--- src/dbms_pkg.sv ---
// ----------------------------------------------------------------------------
// dbms_pkg
// Shared types, constants and register indexes of the depth box mask segmenter.
// ----------------------------------------------------------------------------
package dbms_pkg;

  localparam int COORD_BITS_DEF = 12;
  localparam int COUNT_BITS_DEF = 24;
  localparam int DEPTH_W        = 20;
  localparam int CFG_IDX_W      = 3;
  localparam int CFG_DATA_W     = 64;

  // Configuration register indexes
  localparam logic [CFG_IDX_W-1:0] REG_INV_FOCAL   = 3'd0;
  localparam logic [CFG_IDX_W-1:0] REG_PRINCIPAL   = 3'd1;
  localparam logic [CFG_IDX_W-1:0] REG_BOX_CENTRE  = 3'd2;
  localparam logic [CFG_IDX_W-1:0] REG_BOX_HALF    = 3'd3;
  localparam logic [CFG_IDX_W-1:0] REG_BOX_MARGIN  = 3'd4;
  localparam logic [CFG_IDX_W-1:0] REG_BOX_ORIENT  = 3'd5;
  localparam logic [CFG_IDX_W-1:0] REG_MIN_PIXELS  = 3'd6;

  localparam logic [15:0] MARGIN_RESET = 16'd40;
  localparam logic [23:0] MIN_PIX_RESET = 24'd50;

  typedef struct packed {
    logic [11:0] pixel_column;
    logic [11:0] pixel_row;
    logic [19:0] depth_value;
    logic        final_pixel;
  } in_item_t;

  typedef struct packed {
    logic        inside_res;
    logic        run_done;
    logic        accepted;
    logic [23:0] hit_count;
    logic [11:0] hit_left;
    logic [11:0] hit_top;
    logic [12:0] hit_width;
    logic [12:0] hit_height;
  } out_item_t;

  typedef struct packed {
    logic [63:0] inverse_focal;
    logic [31:0] principal_point;
    logic [62:0] box_centre;
    logic [62:0] box_half_size;
    logic [15:0] box_margin;
    logic [63:0] box_orientation;
    logic [23:0] min_hits;
  } cfg_t;

  typedef enum logic [2:0] {
    ST_IDLE,
    ST_MUL0,
    ST_MUL1,
    ST_OFFS,
    ST_ROT0,
    ST_ROT1,
    ST_DONE
  } state_t;

  typedef struct packed {
    logic cap_in;
    logic mul0;
    logic mul1;
    logic offs;
    logic rot0;
    logic rot1;
    logic upd;
  } cmd_t;

  typedef struct packed {
    logic out_free;
  } stat_t;

endpackage

--- src/dbms_ctrl.sv ---
// ----------------------------------------------------------------------------
// dbms_ctrl
// Sequencer that steps one pixel through the datapath stages.
// ----------------------------------------------------------------------------
module dbms_ctrl (
  input  logic           clk,
  input  logic           rst_n,
  input  logic           in_valid,
  output logic           in_ready,
  input  dbms_pkg::stat_t stat,
  output dbms_pkg::cmd_t  cmd
);
  import dbms_pkg::*;

  state_t state_r, state_nxt;

  always_ff @(posedge clk) begin
    if (!rst_n) begin
      state_r <= ST_IDLE;
    end else begin
      state_r <= state_nxt;
    end
  end

  always_comb begin
    state_nxt = state_r;
    unique case (state_r)
      ST_IDLE: begin
        if (in_valid) state_nxt = ST_MUL0;
      end
      ST_MUL0: state_nxt = ST_MUL1;
      ST_MUL1: state_nxt = ST_OFFS;
      ST_OFFS: state_nxt = ST_ROT0;
      ST_ROT0: state_nxt = ST_ROT1;
      ST_ROT1: state_nxt = ST_DONE;
      ST_DONE: begin
        if (stat.out_free) state_nxt = ST_IDLE;
      end
      default: state_nxt = ST_IDLE;
    endcase
  end

  always_comb begin
    cmd      = '0;
    in_ready = 1'b0;
    unique case (state_r)
      ST_IDLE: begin
        in_ready   = 1'b1;
        cmd.cap_in = in_valid;
      end
      ST_MUL0: cmd.mul0 = 1'b1;
      ST_MUL1: cmd.mul1 = 1'b1;
      ST_OFFS: cmd.offs = 1'b1;
      ST_ROT0: cmd.rot0 = 1'b1;
      ST_ROT1: cmd.rot1 = 1'b1;
      ST_DONE: cmd.upd  = stat.out_free;
      default: cmd = '0;
    endcase
  end

endmodule

--- config.mk ---
export PLATFORM = sky130hd
export DESIGN_NAME = dbms_ctrl
export DESIGN_NICKNAME = d
export VERILOG_FILES = /design/src/dbms_pkg.sv /design/src/dbms_ctrl.sv
export SDC_FILE = /design/constraint.sdc
export NUM_CORES = 1
export LEC_CHECK = 0
export ABC_AREA = 0
export BUFFER_PORTS_ARGS = -buffer_cell sky130_fd_sc_hd__buf_4
export CORE_AREA = 2 2 39 41
export DETAILED_ROUTE_END_ITERATION = 10
export DIE_AREA = 0 0 41 43
export GPL_ROUTABILITY_DRIVEN = 0
export HOLD_SLACK_MARGIN = 0.12
export SLEW_MARGIN = 20
export SYNTH_ARGS = -nofsm -noshare
export SYNTH_HDL_FRONTEND = slang
export SYNTH_SLANG_ARGS = --single-unit
--- constraint.sdc ---
create_clock -name clk -period 1.1 [get_ports clk]
set_input_delay 0.165 -clock clk [delete_from_list [all_inputs] [get_ports clk]]
set_output_delay 0.165 -clock clk [all_outputs]
set_load 0.005 [all_outputs]
==> impl_results.md, run 1 <==
* Crit path kind: flop to output pin
* Vias in the first global route at 206
* Synth Register Bits at 3
* Root Buffer Master: clkbuf_4
* Die height at approximately 43 µm
* Row count at 14
* Post-Syn Nets at 30
* CTS sink cnt at 3
* Worst-Margin Slew at ~0.23 ns
* P per Cell Area at approximately 1100 nW/µm²
* First-pass GRT wire length at 862 µm
* Hold/Removal Path Class: input port to flop
* Fmax at around 0.83 GHz
* # DRC at 0
* Largest area contributor in the netlist: dfxtp_1
* Commonest non-fill, non-tap cell in the layout: buf_4
* Max Slew Vio Count at 0
* Area Growth Syn to Fin at 80.9%
* DP Worst Slack at between 0.009 and 0.01 ns
* CTS tree: done
* Boundary pin count at 12
* Number of max-cap violations at 0
* Clock-pin slew on the worst setup and hold paths at 0.04 ns
* Horiz. Die Dim at just over 40 µm
* All-Layer GR Usage at 7.34%
* RSZ-0062 raised after global routing: true
* Final WS setup at -0.100 ns
* Crit path time final at 1.20 ns
* Largest reg by FF count: state_r
* Mapped Cells at 26
* Initial DRC count at 1
* Avg WL per Cell at between 8 and 9 µm
* Synth top area cells: dfxtp_1, nor3_2, a2111oi_4, buf_6, and2_1
* Relative slew slack at approximately 84%
* Mapped cell area at 249 µm²
* Worst-Skew Late Latency at roughly 0.23 ns
* Post-synth top area share at 24.1%
* Avg Inst Size Synth at ~9.6 µm²
* Critical path required time at around 0.94 ns
* CP bufs+invs at 2
* CP startpoint kind: flop
* Max reg flops at 3
* Family with the most delay on the worst path: flip-flops
* Drt via density at between 3 and 4
* Worst Path Max Fanout at 3
* Arrival time worst endpoint at 1.04 ns
* Post-CTS Hold Fix Bufs at 0
* Max clock buf depth at 2
* Post-route antenna net violation count at 0
* Drt total wl at 573 µm
* CP max-delay cell: dfxtp_2
* Die area at roughly 1800 µm²
* Failing checks: negative setup slack
* Layout Nets at 53
* Clock Skew at about 0.002 ns
* Biggest regs: state_r x3
* Vias at 245
* Max VDD drop at around 0.39 mV
* Final setup viols at 7
* Largest net degree at the start of global routing at 9
* Ant. Diodes at 0
* Max incr delay on CP at about 0.32 ns
* Initial core utilization at between 10% and 20%
* Status: finished, violations left
* Gr ovfl total at 0
* Initial antenna violation count at 0
* CP endpoint kind: output pin
* Commonest cells after routing, fill and taps aside: buf_4, clkbuf_4
* Sequential cell area fraction in the yosys report at about a quarter
* Final period utilization at 109%
* Post-Route Utilization at approximately 33%
* P_leak at between 0.2 and 0.25 nW
* Post-DP HPWL at 393 µm
* PortBufs at 11
* Synth cell types at 16
* TritonCTS Buffers at 3
* Setup TNS at -0.493 ns
* Layout cells sized above 1 at 68.8%
* Ys Warns at 0
* # H-tree levels at 1
* Core Region at 1380 µm²
* Total iterations of the first detailed-routing run at 3
* Final hold vios at 0
* Crit path cell chain: buf_6 -> nor3_4 -> and2_1 -> buf_4
[per-layer routing]
metal	wire length [µm]	part of all wire, %	up-vias	track usage (%)
met1	237	41	106	9.03
met5	0	0	-	0
met4	0	0	0	4.00
met2	292	51	7	10.3
li1	-	-	132	-
met3	44	7.7	0	3.14
[metrics by stage]
step	cells	instance area [µm²]	power (mW)	hold WS [ns]
after floorplan	26	249	0.206	0.354
after global placement	55	359	0.258	0.463
after detailed placement	55	359	0.259	0.485
after CTS	63	443	0.484	0.244
after global routing	64	450	0.508	0.260
final	64	450	0.484	0.244
[power by group]
group / switching (mW) / internal [mW] / total, mW
clock: 0.0627 / 0.136 / 0.199
combinational: 0.0572 / 0.0955 / 0.153
sequential: 0.0151 / 0.118 / 0.133
total: 0.135 / 0.349 / 0.484
[cell families after synthesis]
kind of cell / count (synthesis) / synth area share [%]
AOI/OAI and AO/OA: 4 / 19.1
buffers and inverters: 4 / 13.6
DFF: 3 / 24.1
and+or+nand+nor: 15 / 43.2
[area by class of cell]
class                           instances  area (µm²)
Multi-Input combinational cell         19         166
Clock buffer                            4        26.3
Sequential cell                         3        68.8
Fill cell                             147         933
Inverter                                1        3.75
Tap cell                               16        20.0
Timing Repair Buffer                   21         165
[tightest hold or removal path: cells and delay by family]
kind	cells	cell delay (ns)
AND/OR/NAND/NOR	1	0.04
AO/OA/AOI/OAI	1	0.14
buffers and inverters	1	0.09
[worst paths after layout]
check | from | end | slack [ns] | cells after the start
max | state_r[1] | cmd[6] | -0.10 | 4
min | stat | state_r[2] | 0.24 | 3
min reg2reg | state_r[1] | state_r[0] | 0.56 | 2
max reg2reg | state_r[2] | state_r[0] | 0.08 | 3
[synth_stat cells]
cell type / number
and2b_1: 1
nor2b_1: 2
o211a_1: 1
nor3b_1: 1
and4b_1: 1
inv_1: 1
buf_6: 2
nor3b_2: 1
a21oi_1: 2
dfxtp_1: 3
a2111oi_4: 1
and2_1: 2
nor2_1: 2
buf_4: 1
nand2_1: 2
nor3_2: 3
[repair_timing]
action,CTS,global route
buffers inserted,4,1
endpoints found under the setup margin,8,8
gates resized for setup,9,0
pin swaps,3,1
No activity file was read; power rests on OpenSTA's default activity.
==> run 2, diff against run 1 <==
--- a/config.mk
+++ b/config.mk
@@ -8,10 +8,13 @@
 export ABC_AREA = 0
 export BUFFER_PORTS_ARGS = -buffer_cell sky130_fd_sc_hd__buf_4
 export CORE_AREA = 2 2 39 41
+export CTS_BUF_LIST = sky130_fd_sc_hd__clkbuf_4 sky130_fd_sc_hd__clkbuf_8
 export DETAILED_ROUTE_END_ITERATION = 10
 export DIE_AREA = 0 0 41 43
 export GPL_ROUTABILITY_DRIVEN = 0
+export GPL_TIMING_DRIVEN = 0
 export HOLD_SLACK_MARGIN = 0.12
+export PLACE_DENSITY_LB_ADDON = 0.2
 export SLEW_MARGIN = 20
 export SYNTH_ARGS = -nofsm -noshare
 export SYNTH_HDL_FRONTEND = slang
==> impl_results.md, run 2 (synthesized netlist as in run 1, its figures left out) <==
* Status: finished, violations left (unchanged)
* Failing checks: negative setup slack (unchanged)
* CP endpoint kind: output pin (unchanged)
* Gr ovfl total at 0 (unchanged)
* Final WS setup at -0.148 ns (was -0.100 ns)
* Clock Skew at 0.0000239 ns (was 0.00205 ns)
* Max VDD drop at 0.442 mV (was 0.392 mV)
* Placed Cells incl. Taps at 53 (was 55)
* Area Growth Syn to Fin at 87.4% (was 80.9%)
* Fmax at 0.801 GHz (was 0.833 GHz)
* Post-route antenna net violation count at 0 (unchanged)
* All-Layer GR Usage at 7.21% (was 7.34%)
* Avg WL per Cell at 9.64 µm (was 8.95 µm)
* Tot Pwr at 514 µW (was 484 µW)
* Post-CTS Hold Fix Bufs at 0 (unchanged)
* DP Worst Slack at 0.0657 ns (was 0.00970 ns)
* CP max-delay cell: dfxtp_2 (unchanged)
* Initial DRC count at 2 (was 1)
* Biggest regs: state_r x3 (unchanged)
* Boundary pin count at 12 (unchanged)
* Area of the multi-input gates at 173 µm² (was 166 µm²)
* CP startpoint kind: flop (unchanged)
* Drt via density at 3.86 (was 3.83)
* Max clock buf depth at 2 (unchanged)
* Worst-Skew Late Latency at 0.23 ns (about the same)
* Placed inst area at 352 µm² (was 359 µm²)
* Final hold vios at 0 (unchanged)
* Max Slew Vio Count at 0 (unchanged)
* Total iterations of the first detailed-routing run at 2 (was 3)
* # DRC at 0 (unchanged)
* Largest reg by FF count: state_r (unchanged)
* Critical path required time at 0.94 ns (about the same)
* # H-tree levels at 1 (unchanged)
* Relative slew slack at 84.6% (was 84.4%)
* Fillers at 147 (unchanged)
* RSZ-0062 raised after global routing: true (unchanged)
* P_leak at 0.235 nW (was 0.230 nW)
* Vias in the first global route at 229 (was 206)
* Register area at 66.3 µm² (was 68.8 µm²)
* Worst-Margin Slew at 0.230 ns (was 0.234 ns)
* TritonCTS Buffers at 3 (unchanged)
* Clock-pin slew on the worst setup and hold paths at 0.03 ns (was 0.04 ns)
* P per Cell Area at 1100 nW/µm² (was 1080 nW/µm²)
* Largest net degree at the start of global routing at 11 (was 9)
* Number of max-cap violations at 0 (unchanged)
* Crit path time final at 1.25 ns (was 1.20 ns)
* Final setup viols at 9 (was 7)
* Commonest non-fill, non-tap cell in the layout: buf_4 (unchanged)
* Vias at 247 (was 245)
* Post-DP HPWL at 363 µm (was 393 µm)
* Final period utilization at 113% (was 109%)
* Finished Layout Cells at 64 (unchanged)
* Post-Route Utilization at 33.7% (was 32.5%)
* Hold/Removal Path Class: input port to flop (unchanged)
* Die height at 43 µm (unchanged)
* Ant. Diodes at 0 (unchanged)
* Crit path kind: flop to output pin (unchanged)
* Design area at 467 µm² (was 450 µm²)
* Drt total wl at 617 µm (was 573 µm)
* Arrival time worst endpoint at 1.08 ns (was 1.04 ns)
* Core Region at 1380 µm² (unchanged)
* CTS sink cnt at 3 (unchanged)
* Crit path cell chain: buf_6 -> buf_4 -> nor3b_2 -> buf_4 (was buf_6 -> nor3_4 -> and2_1 -> buf_4)
* Max incr delay on CP at 0.30 ns (was 0.32 ns)
* Die area at 1760 µm² (unchanged)
* Initial antenna violation count at 0 (unchanged)
* Layout Nets at 53 (unchanged)
* Commonest cells after routing, fill and taps aside: buf_4, buf_6, clkbuf_4 (was buf_4, clkbuf_4)
* Horiz. Die Dim at 41 µm (unchanged)
* Row count at 14 (unchanged)
* First-pass GRT wire length at 834 µm (was 862 µm)
* Critical path's most frequent cell: buf_4
* Initial core utilization at 18.0% (unchanged)
* Max reg flops at 3 (unchanged)
* PortBufs at 11 (unchanged)
* Root Buffer Master: clkbuf_4 (unchanged)
* Layout cells sized above 1 at 70.8% (was 68.8%)
* Worst Path Max Fanout at 7 (was 3)
* CTS tree: done (unchanged)
-- run 2: cell count changes in the layout (fill, tap and decap cells not counted) --
cell / delta
buf_2: +1
buf_4: -4
buf_6: +3
clkbuf_1: -1
clkbuf_4: +1
dfxtp_2: +1
dfxtp_4: -1
nor3_2: -1
nor3_4: +1
-- run 2: critical path, delay by kind of cell (launching register included) --
family                 cells  cell delay, ns
AND/OR/NAND/NOR            1            0.16
buffers and inverters      3            0.38
flip-flops                 1            0.30
-- run 2: timing repair --
item | in CTS | in global routing
setup endpoints to repair | 8 | 8
pin swaps | 1 | 4
setup buffers | 2 | 4
endpoints found under the hold margin | 0 | 0
gates cloned | 0 | 1
resized for setup | 1 | 9
-- run 2: final timing paths --
path,start,endpoint,slack (ns),cells after the start
worst min-delay path,rst_n,state_r[1],0.23,3
worst max-delay path,state_r[0],cmd[4],-0.15,4
worst max register to register,state_r[1],state_r[1],-0.01,6
worst min register to register,state_r[0],state_r[0],0.63,3
-- run 2: through the flow --
step	hold slack, ns	TNS (ns)
2_1_floorplan	0.354	0
3_3_place_gp	0.468	0
3_5_place_dp	0.473	0
4_1_cts	0.226	-0.953
5_1_grt	0.255	-1.38
6_report	0.228	-0.865
-- run 2: power breakdown --
part | internal (mW) | total, mW | switching [mW]
logic | 0.105 | 0.178 | 0.0724
registers | 0.118 | 0.123 | 0.00547
clock network | 0.160 | 0.213 | 0.0528
-- run 2: cell type report --
cell class / instances / area share, %
flip-flops and latches: 3 / 14.2
multi-input cells: 19 / 37.0
clock buffers: 4 / 6.43
plain buffers: 3 / 7.24
well taps: 16 / 4.29
inverters: 1 / 0.804
repair buffers: 18 / 30.0
-- run 2: metal layers --
| metal | global-route usage [%] | share of wire [%] | up-vias |
|---|---|---|---|
| met2 | 10.6 | 56 | 7 |
| li1 | - | - | 133 |
| met5 | 0 | 0 | - |
| met3 | 3.14 | 7.0 | 0 |
| met4 | 6.00 | 0 | 0 |
| met1 | 7.32 | 37 | 107 |
